===== config.mk =====
export PLATFORM = sky130hd
export DESIGN_NAME = command_tokenizer
export DESIGN_NICKNAME = d
export VERILOG_FILES = /design/src/rtl/core/ctok_pkg.sv /design/src/rtl/core/ctok_front.sv /design/src/rtl/core/ctok_queue.sv /design/src/rtl/core/ctok_back.sv /design/src/rtl/core/command_tokenizer.sv
export SDC_FILE = /design/constraint.sdc
export NUM_CORES = 1
export LEC_CHECK = 0
export BUFFER_PORTS_ARGS = -buffer_cell sky130_fd_sc_hd__buf_2
export CAP_MARGIN = 20
export CORE_MARGIN = 3
export CORE_UTILIZATION = 61
export DETAILED_ROUTE_END_ITERATION = 10
export PLACE_DENSITY = 0.88
export RECOVER_POWER = 50
export SLEW_MARGIN = 20
export SYNTH_ARGS = -nofsm -noshare
export SYNTH_HDL_FRONTEND = slang
export SYNTH_SLANG_ARGS = --single-unit

===== constraint.sdc =====
create_clock -name clock -period 8.88 [get_ports clock]
set_clock_uncertainty 0.2 [all_clocks]
set_input_delay 1.776 -clock clock [delete_from_list [all_inputs] [get_ports clock]]
set_output_delay 1.776 -clock clock [all_outputs]
set_load 0.01 [all_outputs]

===== src/rtl/core/ctok_pkg.sv =====
// types and constants shared by the command tokenizer modules
`timescale 1ns / 1ps
package ctok_pkg;

   localparam int unsigned QUEUE_DEPTH = 4;

   localparam logic OP_CHAR = 1'b0;
   localparam logic OP_END  = 1'b1;

   localparam logic [1:0] KIND_BYTE       = 2'd0;
   localparam logic [1:0] KIND_END_TOKEN  = 2'd1;
   localparam logic [1:0] KIND_END_STREAM = 2'd2;

   localparam logic [7:0] CH_NEWLINE   = 8'h0A;
   localparam logic [7:0] CH_QUOTE     = 8'h22;
   localparam logic [7:0] CH_HASH      = 8'h23;
   localparam logic [7:0] CH_PLUS      = 8'h2B;
   localparam logic [7:0] CH_MINUS     = 8'h2D;
   localparam logic [7:0] CH_DOT       = 8'h2E;
   localparam logic [7:0] CH_BACKSLASH = 8'h5C;

   typedef enum logic [2:0] {
      MODE_NONE          = 3'd0,
      MODE_COMMENT       = 3'd1,
      MODE_STRING        = 3'd2,
      MODE_WORD          = 3'd3,
      MODE_AFTER_STRING  = 3'd4,
      MODE_AFTER_COMMENT = 3'd5,
      MODE_ESCAPE        = 3'd6
   } mode_type;

   typedef struct packed {
      logic       operation;
      logic [7:0] char_byte;
   } req_word_type;

   typedef struct packed {
      logic [1:0]  kind;
      logic [7:0]  token_byte;
      logic [15:0] line_number;
      logic [15:0] column_number;
      logic        last;
   } rsp_word_type;

   // outcome of one pass over a character
   typedef struct packed {
      mode_type        mode;
      logic            reproc;
      logic [1:0]      count;
      logic [1:0][1:0] kinds;
      logic [1:0][7:0] bytes;
   } step_type;

   // all words caused by one accepted item
   typedef struct packed {
      logic [1:0]      last_idx;
      logic [3:0][1:0] kinds;
      logic [3:0][7:0] bytes;
      logic [15:0]     line_number;
      logic [15:0]     column_number;
   } bundle_type;

endpackage


===== src/rtl/core/ctok_front.sv =====
// front end: lexer state, position counters and word classification
`timescale 1ns / 1ps
module ctok_front #(
   parameter int unsigned POSITION_BITS = 16
) (
   input  logic                  clock,
   input  logic                  reset,
   input  logic                  accept,
   input  ctok_pkg::req_word_type req_word,
   output logic                  push,
   output ctok_pkg::bundle_type  push_bundle
);
   import ctok_pkg::*;

   mode_type                   mode_ff, mode_in;
   logic [POSITION_BITS-1:0]   line_ff, line_in;
   logic [POSITION_BITS-1:0]   col_ff, col_in;
   step_type                   pass1, pass2;
   logic [2:0]                 total;

   function automatic logic is_space(input logic [7:0] c);
      return c inside {8'd32, [8'd9:8'd13]};
   endfunction

   function automatic logic is_alnum(input logic [7:0] c);
      return c inside {[8'h30:8'h39], [8'h41:8'h5A], [8'h61:8'h7A]};
   endfunction

   function automatic logic is_punct(input logic [7:0] c);
      return (c inside {[8'd33:8'd126]}) && !is_alnum(c);
   endfunction

   function automatic logic [7:0] to_lower(input logic [7:0] c);
      return (c inside {[8'h41:8'h5A]}) ? c + 8'd32 : c;
   endfunction

   function automatic step_type handle_char(input mode_type mode, input logic [7:0] c);
      step_type s;
      s = '0;
      s.mode = mode;
      case (mode)
         MODE_COMMENT: begin
            if (c == CH_NEWLINE) s.mode = MODE_NONE;
         end
         MODE_STRING: begin
            if (c == CH_QUOTE) begin
               s.mode = MODE_AFTER_STRING;
            end else begin
               if (c == CH_BACKSLASH) s.mode = MODE_ESCAPE;
               s.count    = 2'd1;
               s.kinds[0] = KIND_BYTE;
               s.bytes[0] = c;
            end
         end
         MODE_WORD: begin
            if (is_alnum(c) || c == CH_DOT) begin
               s.count    = 2'd1;
               s.kinds[0] = KIND_BYTE;
               s.bytes[0] = to_lower(c);
            end else begin
               s.count    = 2'd1;
               s.kinds[0] = KIND_END_TOKEN;
               s.mode     = MODE_NONE;
               s.reproc   = 1'b1;
            end
         end
         MODE_AFTER_STRING: begin
            if (c == CH_QUOTE) begin
               s.mode = MODE_STRING;
            end else if (c == CH_HASH) begin
               s.mode = MODE_AFTER_COMMENT;
            end else if (!is_space(c)) begin
               s.count    = 2'd2;
               s.kinds[0] = KIND_BYTE;
               s.bytes[0] = CH_QUOTE;
               s.kinds[1] = KIND_END_TOKEN;
               s.mode     = MODE_NONE;
               s.reproc   = 1'b1;
            end
         end
         MODE_AFTER_COMMENT: begin
            if (c == CH_NEWLINE) s.mode = MODE_AFTER_STRING;
         end
         MODE_ESCAPE: begin
            s.count    = 2'd1;
            s.kinds[0] = KIND_BYTE;
            s.bytes[0] = c;
            s.mode     = MODE_STRING;
         end
         default: begin
            s.mode = MODE_NONE;
            if (is_space(c)) begin
               s.mode = MODE_NONE;
            end else if (c == CH_HASH) begin
               s.mode = MODE_COMMENT;
            end else if (c == CH_QUOTE) begin
               s.count    = 2'd1;
               s.kinds[0] = KIND_BYTE;
               s.bytes[0] = c;
               s.mode     = MODE_STRING;
            end else if (is_punct(c) && c != CH_PLUS && c != CH_MINUS) begin
               s.count    = 2'd2;
               s.kinds[0] = KIND_BYTE;
               s.bytes[0] = c;
               s.kinds[1] = KIND_END_TOKEN;
            end else begin
               s.count    = 2'd1;
               s.kinds[0] = KIND_BYTE;
               s.bytes[0] = to_lower(c);
               s.mode     = MODE_WORD;
            end
         end
      endcase
      return s;
   endfunction

   always_ff @(posedge clock) begin
      if (reset) begin
         mode_ff <= MODE_NONE;
         line_ff <= POSITION_BITS'(1);
         col_ff  <= '0;
      end else begin
         mode_ff <= mode_in;
         line_ff <= line_in;
         col_ff  <= col_in;
      end
   end

   always_comb begin
      mode_in     = mode_ff;
      line_in     = line_ff;
      col_in      = col_ff;
      push        = 1'b0;
      push_bundle = '0;
      total       = 3'd0;
      pass1       = handle_char(mode_ff, req_word.char_byte);
      pass2       = handle_char(MODE_NONE, req_word.char_byte);
      if (!pass1.reproc) pass2.count = 2'd0;

      if (accept) begin
         if (req_word.operation == OP_END) begin
            mode_in              = MODE_NONE;
            push                 = 1'b1;
            push_bundle.kinds[0] = KIND_END_STREAM;
            push_bundle.last_idx = 2'd0;
         end else begin
            if (col_ff != '1) col_in = col_ff + 1'b1;
            if (req_word.char_byte == CH_NEWLINE) begin
               col_in = '0;
               if (line_ff != '1) line_in = line_ff + 1'b1;
            end
            for (int i = 0; i < 2; i++) begin
               if (2'(i) < pass1.count) begin
                  push_bundle.kinds[i] = pass1.kinds[i];
                  push_bundle.bytes[i] = pass1.bytes[i];
               end
            end
            for (int j = 0; j < 2; j++) begin
               if (2'(j) < pass2.count) begin
                  push_bundle.kinds[2'(pass1.count + 2'(j))] = pass2.kinds[j];
                  push_bundle.bytes[2'(pass1.count + 2'(j))] = pass2.bytes[j];
               end
            end
            total                = 3'(pass1.count) + 3'(pass2.count);
            push                 = (total != 3'd0);
            push_bundle.last_idx = 2'(total - 3'd1);
            mode_in              = pass1.reproc ? pass2.mode : pass1.mode;
         end
      end
      push_bundle.line_number   = 16'(line_in);
      push_bundle.column_number = 16'(col_in);
   end

endmodule


===== src/rtl/core/ctok_queue.sv =====
// short queue of word bundles between front and back
`timescale 1ns / 1ps
module ctok_queue (
   input  logic                 clock,
   input  logic                 reset,
   input  logic                 push,
   input  ctok_pkg::bundle_type push_bundle,
   output logic                 full,
   input  logic                 pop,
   output logic                 nonempty,
   output ctok_pkg::bundle_type head
);
   import ctok_pkg::*;

   localparam int unsigned PTR_W = $clog2(QUEUE_DEPTH);
   localparam int unsigned CNT_W = $clog2(QUEUE_DEPTH + 1);

   bundle_type             entries_ff [QUEUE_DEPTH];
   logic [PTR_W-1:0]       wr_ptr_ff, wr_ptr_in;
   logic [PTR_W-1:0]       rd_ptr_ff, rd_ptr_in;
   logic [CNT_W-1:0]       count_ff, count_in;
   logic                   do_push, do_pop;

   assign full     = (count_ff == CNT_W'(QUEUE_DEPTH));
   assign nonempty = (count_ff != '0);
   assign head     = entries_ff[rd_ptr_ff];
   assign do_push  = push && !full;
   assign do_pop   = pop && nonempty;

   always_comb begin
      wr_ptr_in = wr_ptr_ff;
      rd_ptr_in = rd_ptr_ff;
      count_in  = count_ff;
      if (do_push) begin
         wr_ptr_in = (wr_ptr_ff == PTR_W'(QUEUE_DEPTH - 1)) ? '0 : wr_ptr_ff + 1'b1;
      end
      if (do_pop) begin
         rd_ptr_in = (rd_ptr_ff == PTR_W'(QUEUE_DEPTH - 1)) ? '0 : rd_ptr_ff + 1'b1;
      end
      if (do_push && !do_pop) count_in = count_ff + 1'b1;
      if (do_pop && !do_push) count_in = count_ff - 1'b1;
   end

   always_ff @(posedge clock) begin
      if (reset) begin
         wr_ptr_ff <= '0;
         rd_ptr_ff <= '0;
         count_ff  <= '0;
      end else begin
         wr_ptr_ff <= wr_ptr_in;
         rd_ptr_ff <= rd_ptr_in;
         count_ff  <= count_in;
      end
   end

   always_ff @(posedge clock) begin
      if (do_push) entries_ff[wr_ptr_ff] <= push_bundle;
   end

endmodule


===== src/rtl/core/ctok_back.sv =====
// back end: unpacks bundles into result words behind an output register
`timescale 1ns / 1ps
module ctok_back (
   input  logic                   clock,
   input  logic                   reset,
   input  logic                   nonempty,
   input  ctok_pkg::bundle_type   head,
   output logic                   pop,
   input  logic                   rsp_pop,
   output logic                   rsp_empty,
   output ctok_pkg::rsp_word_type rsp_word
);
   import ctok_pkg::*;

   logic         valid_ff, valid_in;
   logic [1:0]   idx_ff, idx_in;
   rsp_word_type rsp_ff, rsp_in;
   logic         load;

   assign load      = nonempty && (!valid_ff || rsp_pop);
   assign rsp_empty = !valid_ff;
   assign rsp_word  = rsp_ff;

   always_comb begin
      rsp_in               = rsp_ff;
      idx_in               = idx_ff;
      valid_in             = valid_ff;
      pop                  = 1'b0;
      if (valid_ff && rsp_pop) valid_in = 1'b0;
      if (load) begin
         valid_in             = 1'b1;
         rsp_in.kind          = head.kinds[idx_ff];
         rsp_in.token_byte    = head.bytes[idx_ff];
         rsp_in.line_number   = head.line_number;
         rsp_in.column_number = head.column_number;
         rsp_in.last          = (idx_ff == head.last_idx);
         if (idx_ff == head.last_idx) begin
            pop    = 1'b1;
            idx_in = 2'd0;
         end else begin
            idx_in = idx_ff + 2'd1;
         end
      end
   end

   always_ff @(posedge clock) begin
      if (reset) begin
         valid_ff <= 1'b0;
         idx_ff   <= 2'd0;
      end else begin
         valid_ff <= valid_in;
         idx_ff   <= idx_in;
      end
   end

   always_ff @(posedge clock) begin
      rsp_ff <= rsp_in;
   end

endmodule


===== src/rtl/core/command_tokenizer.sv =====
// top level of the command tokenizer
// an item's bundle is first written into the queue, then each word into the output register
// throughput: one item per cycle while the queue is not full; the back end delivers
// one word per cycle while the output is empty or popped, so items that cause two to
// four words back up and a four-bundle queue absorbs the burst before full is raised
// reset: lexer in no-token mode, line 1, column 0, queue and output empty
`timescale 1ns / 1ps
module command_tokenizer #(
   parameter int unsigned POSITION_BITS = 16
) (
   input  logic                   clock,
   input  logic                   reset,
   input  logic                   req_push,
   output logic                   req_full,
   input  ctok_pkg::req_word_type req_word,
   input  logic                   rsp_pop,
   output logic                   rsp_empty,
   output ctok_pkg::rsp_word_type rsp_word
);
   import ctok_pkg::*;

   logic       accept;
   logic       push;
   logic       q_full;
   logic       q_nonempty;
   logic       q_pop;
   bundle_type push_bundle;
   bundle_type head;

   assign req_full = q_full;
   assign accept   = req_push && !q_full;

   ctok_front #(
      .POSITION_BITS(POSITION_BITS)
   ) u_front (
      .clock      (clock),
      .reset      (reset),
      .accept     (accept),
      .req_word   (req_word),
      .push       (push),
      .push_bundle(push_bundle)
   );

   ctok_queue u_queue (
      .clock      (clock),
      .reset      (reset),
      .push       (push),
      .push_bundle(push_bundle),
      .full       (q_full),
      .pop        (q_pop),
      .nonempty   (q_nonempty),
      .head       (head)
   );

   ctok_back u_back (
      .clock    (clock),
      .reset    (reset),
      .nonempty (q_nonempty),
      .head     (head),
      .pop      (q_pop),
      .rsp_pop  (rsp_pop),
      .rsp_empty(rsp_empty),
      .rsp_word (rsp_word)
   );

endmodule


* Word-level counts from Yosys, hierarchy flattened
Memories as Yosys holds them, arrays and structs flattened. A register that Yosys moved wholly into a read port is not among the register bits.
Cells that the tools add are included.
** Storage, ports and cells
- Register bits after elaboration :: 88
- RAM bits :: 296
- Bits of input ports :: 13
- Memories :: 1
** Memories
- u_queue.entries_ff :: depth 4, bits a word 74, read ports 1, clocked after memory_dff 1, wr ports 1, line ctok_queue.sv:18 : bundle_type entries_ff [QUEUE_DEPTH];
** Cells by class
- Add/subtract/negate cells :: 11
- $lt $le $gt $ge :: 19
- Equal/unequal tests :: 25
- Muxes and demuxes :: 99
- Bitwise gates (word level) :: 2
- Reduce and logical (&&, ||, !) cells :: 35
** Operators by type and width (number)
- 2-to-1 mux 40 bit :: 4
- 2-to-1 mux 8 bit :: 17
- 2-to-1 mux 16 bit :: 8
- 2-to-1 mux 2 bit :: 21
- 2-to-1 mux 42 bit :: 1
- one-hot mux 8 bit (5 select lines) :: 1
- 2-to-1 mux 3 bit :: 12
- adder 16 x 1 -> 16 bit (second input constant) :: 2
- AND 32 bit :: 1
- bitwise mux 32 bit :: 1
- demux 8 bit (select 2 bit) :: 2
- equality test 8 x 6 -> 1 bit (second input constant) :: 4
- 2-to-1 mux 32 bit :: 1
- inequality test 16 bit (second input constant) :: 2
- NOT 32 bit :: 1
- less-or-equal comparator 8 x 7 -> 1 bit (second input constant) :: 3
- 2-to-1 mux 6 bit :: 4
- one-hot mux 3 bit (6 select lines) :: 1
- logical AND 1 bit :: 17
- binary-select mux 8 bit (select 2 bit) :: 1
- bitwise mux 8 bit :: 2
- >= comparator 8 x 6 -> 1 bit (second input constant) :: 2
- >= comparator 8 x 7 -> 1 bit (second input constant) :: 2
- inequality test 8 x 6 -> 1 bit (second input constant) :: 2
- other kinds (41) :: 79

* Depth between registers and ports, before layout
- Depth in word-level cells :: 24
- Mapped depth :: 21
- Mapped depth without buffers :: 19

* By module
A second synthesis with hierarchy kept.
** Second synthesis, totals
- Cell total of the unflattened synthesis :: 946
- Area total of the unflattened synthesis :: 16097.9 um^2
** Modules (own cells, without submodules)
- ctok_queue :: instances 1, cells each 440, area an instance 11175.7 um^2, sequential area each 9068.7 um^2
- ctok_front :: instances 1, cells each 426, area an instance 3156.8 um^2, sequential area each 700.7 um^2
- ctok_back :: instances 1, cells each 79, area an instance 1751.7 um^2, sequential area each 1351.3 um^2
- command_tokenizer :: instances 1, cells each 1, area an instance 13.8 um^2, sequential area each 0.0 um^2

* Worst setup path before layout
Ideal clock, no wire load.
- Path type :: input port to flip-flop
- Start :: input port req_word[7] (netlist bit)
- End :: memory u_queue.entries_ff[1][0] (netlist bit) (enable)
- Data arrival time :: 6.501 ns
- Path slack :: 1.742 ns
- Stages :: 14
- Cell sequence :: buf_4 > or3_4 > or3_1 > nor2b_1 > and3_4 > o21ai_4 > buf_6 > a31oi_1 > ha_1 > fa_1 > inv_1 > ha_1 > a31oi_1 > and2_1
** On the way
- Cells in the longest elaborated chain, start to end :: 19
- Elaborated cells between the ends (all ways) :: 47
- Classes of those cells :: 1 x add/sub; 10 x order compare; 6 x eq/ne; 16 x mux; 14 x reduce/logical
** Ends and longest elaborated chain
- start, declared :: line command_tokenizer.sv:15 : input ctok_pkg::req_word_type req_word,
- >= comparator 8 x 6 -> 1 bit, or another cell as far along :: line ctok_front.sv:26 : return c inside {[8'h30:8'h39], [8'h41:8'h5A], [8'h61:8'h7A]};
- logical AND 1 bit :: line ctok_front.sv:26
- nonzero test 3 bit :: line ctok_front.sv:26
- zero test 1 bit :: line ctok_front.sv:30 : return (c inside {[8'd33:8'd126]}) && !is_alnum(c);
- logical AND 1 bit :: line ctok_front.sv:30
- logical AND 1 bit (2 in series) :: line ctok_front.sv:101 : end else if (is_punct(c) && c != CH_PLUS && c != CH_MINUS) begin
- 2-to-1 mux 2 bit :: line ctok_front.sv:101
- 2-to-1 mux 2 bit :: line ctok_front.sv:96 : end else if (c == CH_QUOTE) begin
- (+2 left out)
- one-hot mux 2 bit (4 select lines) or 2-to-1 mux 2 bit (tied branches) :: line ctok_front.sv:41, ctok_front.sv:138
- adder 2 x 2 -> 3 bit (*) :: line ctok_front.sv:164 : total = 3'(pass1.count) + 3'(pass2.count);
- nonzero test 3 bit (*) :: line ctok_front.sv:165 : push = (total != 3'd0);
- 2-to-1 mux 1 bit (*) :: line ctok_front.sv:141 : if (req_word.operation == OP_END) begin
- 2-to-1 mux 1 bit (*) :: line ctok_front.sv:140 : if (accept) begin
- logical AND 1 bit (*) :: line ctok_queue.sv:27 : assign do_push = push && !full;
- 2-to-1 mux 1 bit (*) :: line ctok_queue.sv:57 : if (do_push) entries_ff[wr_ptr_ff] <= push_bundle;
- 2-to-1 mux 1 bit (not written as such) (*) :: line ctok_queue.sv:57
- end, declared :: line ctok_queue.sv:18
Mark *: on every way between the ends. The rest lies on a longest branch, timed or not. The select of a mux whose other input is x is not followed.

* Worst setup path after layout
- Start :: input port req_word[5] (netlist bit)
- End :: memory u_queue.entries_ff[3][49] (netlist bit) (enable)
The elaborated chain is that of the path after synthesis.

==> results.yml <==
power:
  total_power_mw: 4.756
  power.density_nw_per_um2: 278.2
  peakVddDrop_uv: 309.6
  p_leak_nw: 5.754
detailed_routing:
  vias: 8853
  wl_per_cell_um: 24.87
  drt_pass1_iterations: 7
  drt_iter0_markers: 1080
  drc: 0
  vias_per_cell: 6.548
  drt_wl_total_um: 33630
  drtAntennaViolNets: 0
setup_path:
  critical_path.max_stage_delay_ps: 990
  crit_family: "simple AND/OR/NAND/NOR gates"
  crit_cells: 13
  cp_slowest_cell: "and2_4"
  path_cells: "clkbuf_1, ha_1, a2111oi_0, or4_1, and3_4, o21ai_4, a31oi_1, ha_1, fa_1, inv_1, ha_1, a31oi_1, and2_4"
  startpoint_type: "primary input"
  crit_path_max_fanout: 71
  crit_buf_inv: 2
  arrival_ps: 6760
  cp.required_ps: 8810
  setup.worst_path.class: "primary input to register"
  timing.critical_path.mode_cell: "ha_1"
  reg2regPathDepth: 12
  crit_path_end_kind: "register"
global_route:
  overflow: 0
  antenna_found_initial: 0
  track_usage_pct: 25.21
  grt_start_max_net_pins: 72
  grt_first_pass_wirelength_um: 51770
  grt_pass1_vias: 8836
clock_tree:
  post_cts_resized: 0
  cts_tree: "yes"
  clk_pin_slew_ps: 60
  cts_buffers: 36
  clk-insertion-delay-late_ps: 520
  cts_hold_buf: 0
  cts_buffer_depth: 3
  cts_root_buffer: "clkbuf_16"
  htreeDepth: 2
  cts_setup_buffers: 0
  cts_sinks: 374
synthesis:
  synth_most_common_cell: "edfxtp_1"
  synthTopCellsByArea: "edfxtp_1 (64%), mux4_2 (12%), dfxtp_1 (6.1%)"
  ys_seq_elements: 374
  syn_inst: 908
  ys_async_sr_fraction_pct: 0
  seq_area_frac_synth_pct: 69.95
  synth-main-ff-cell: "edfxtp_1"
  syn_avg_cell_area_sq_um: 16.94
  synth-edff-count: 327
  synth_commonest_cells: "edfxtp_1 (327), mux4_2 (80), nor2_1 (53)"
  yosysWarnings: 0
  syn-cell-area_sq_um: 15380
  ys_types: 78
  post-synth-top-area-cell: "edfxtp_1"
  synth_top_cell_area_share_pct: 63.84
place:
  port-buffer-count: 57
  dpl.hpwl_um: 18950
  dpl_worst_slack_ps: 1807
  place_area_sq_um: 16060
  dp.cells: 1286
  gp_congestion: 0.9346
floorplan:
  fp.dieH_um: 164.8
  die-area_sq_um: 27160
  rows: 57
  core_sq_um: 24530
  start_util_pct: 62.70
  die_w_um: 164.8
  io_pins: 58
min_path:
  hold_path_class: "register to register"
  min_path_cells: 2
timing:
  grt_setup_unrepaired: "false"
  timing.hold.ws_ps: 276.5
  min_period_over_period_pct: 76.98
  finalSetupViolations: 0
  finalMaxSlewViolations: 118
  setup_ws_ps: 2045
  worst_slew_pin_slew_ps: 4548
  tns_ps: 0
  hold_violations: 0
  period_minus_slack_ps: 6835
  max_freq_ghz: 0.1463
  slew_headroom_pct: -203.2
finish:
  nets: 1030
  instances_no_fill: 1352
  area_growth_pct: 11.14
  antenna_cells: 0
  finish.utilization_pct: 69.69
  fillCellCount: 1473
  drive_gt1_share_pct: 15.76
  finalInstanceArea_sq_um: 17100
flow_run:
  maxCapViolCount: 2
outcome:
  violations: "capacitance limit, slew limit"
  status: "finished with violations"
-- worst register-to-register path: stages (launching register included) --
cell,delay (ps)
dfxtp_1,310
clkbuf_1,3170
mux4_2,810
xnor2_1,90
nor2_1,370
nand2_1,210
inv_1,150
ha_1,200
inv_1,70
fa_1,380
xor2_1,160
or3_1,300
a21oi_1,140
-- cells in the final DEF, fill, tap and decap left out, types with 4 or more instances in the layout --
| cell | synthesis | layout |
|---|---|---|
| a221oi_1 | 3 | 4 |
| clkbuf_16 | 0 | 36 |
| xor2_1 | 13 | 13 |
| o21a_1 | 4 | 4 |
| nor4_1 | 4 | 5 |
| clkbuf_1 | 21 | 63 |
| nor2_1 | 53 | 53 |
| xnor2_1 | 13 | 13 |
| a31oi_1 | 5 | 6 |
| buf_4 | 1 | 4 |
| inv_1 | 32 | 31 |
| nor3_1 | 36 | 37 |
| conb_1 | 1 | 32 |
| and2_1 | 29 | 9 |
| dfxtp_1 | 47 | 46 |
| or3_1 | 8 | 8 |
| and3_1 | 9 | 9 |
| nand2_1 | 38 | 38 |
| o211ai_1 | 3 | 4 |
| and2_4 | 0 | 4 |
| mux2i_1 | 4 | 4 |
| and2_0 | 0 | 16 |
| nand4_1 | 13 | 13 |
| nand3_1 | 19 | 20 |
| buf_2 | 14 | 8 |
| mux4_2 | 80 | 80 |
| a21oi_1 | 17 | 17 |
| clkinv_2 | 0 | 6 |
| nor3b_1 | 4 | 4 |
| edfxtp_1 | 327 | 327 |
| ha_1 | 13 | 13 |
| o21ai_0 | 10 | 13 |
| nor2b_1 | 5 | 5 |
| o31ai_1 | 6 | 6 |
-- layer usage --
metal | global-route usage, % | routed length, um | part of all wire (%) | up-vias
li1 | - | - | - | 3738
met4 | 7.663 | 1013 | 3.0 | 0
met3 | 4.540 | 3251 | 9.7 | 103
met5 | 0 | 0 | 0 | -
met2 | 40.18 | 16460 | 49 | 579
met1 | 36.28 | 12910 | 38 | 4433
-- sequential cells by signal, indices dropped and copies added, names as in the netlist, named ones only --
register,cells
u_queue.count_ff,3
u_back.valid_ff,1
u_queue.entries_ff,284
u_front.col_ff,16
u_queue.wr_ptr_ff,2
u_front.line_ff,16
u_front.mode_ff,3
u_back.idx_ff,2
u_queue.rd_ptr_ff,2
u_back.rsp_word,43
-- path summary, 6_finish.rpt --
path,startpoint,to,slack [ps]
worst min register to register,u_back.valid_ff$_SDFFE_PP0P_,u_back.valid_ff$_SDFFE_PP0P_,280
worst min-delay path,u_back.valid_ff$_SDFFE_PP0P_,u_back.valid_ff$_SDFFE_PP0P_,280
worst max-delay path,req_word[5],u_queue.entries_ff[3][49]$_DFFE_PP_,2040
worst max register to register,register,u_queue.count_ff[2]$_SDFFE_PP0P_,2250
-- report_power, final --
group          total [mW]  internal (mW)  switching, mW
Clock                1.49          0.859          0.631
Combinational       0.915          0.404          0.511
Sequential           2.35           2.23          0.118
-- kinds of logic after synthesis --
kind of cell | count (synthesis) | share of synthesized area [%]
AOI/OAI and AO/OA | 87 | 4.319
xor gates and xnor gates | 26 | 1.480
adders and majority gates | 15 | 1.318
buffers and inverters | 73 | 2.066
DFF | 374 | 69.95
muxes | 87 | 12.19
other | 1 | 0.02438
and+or+nand+nor | 245 | 8.647
-- cell type report --
class / count / area (sq um) / area share (%)
sequential: 374 / 10760 / 62.96
inverter: 33 / 125.1 / 0.7318
multi-input combinational: 492 / 4370 / 25.56
tap: 324 / 405.4 / 2.371
clock inverter: 15 / 168.9 / 0.9880
clock buffer: 49 / 969.7 / 5.672
timing repair buffer: 65 / 292.8 / 1.713
Note: power is estimated with default switching activity, not from simulation.
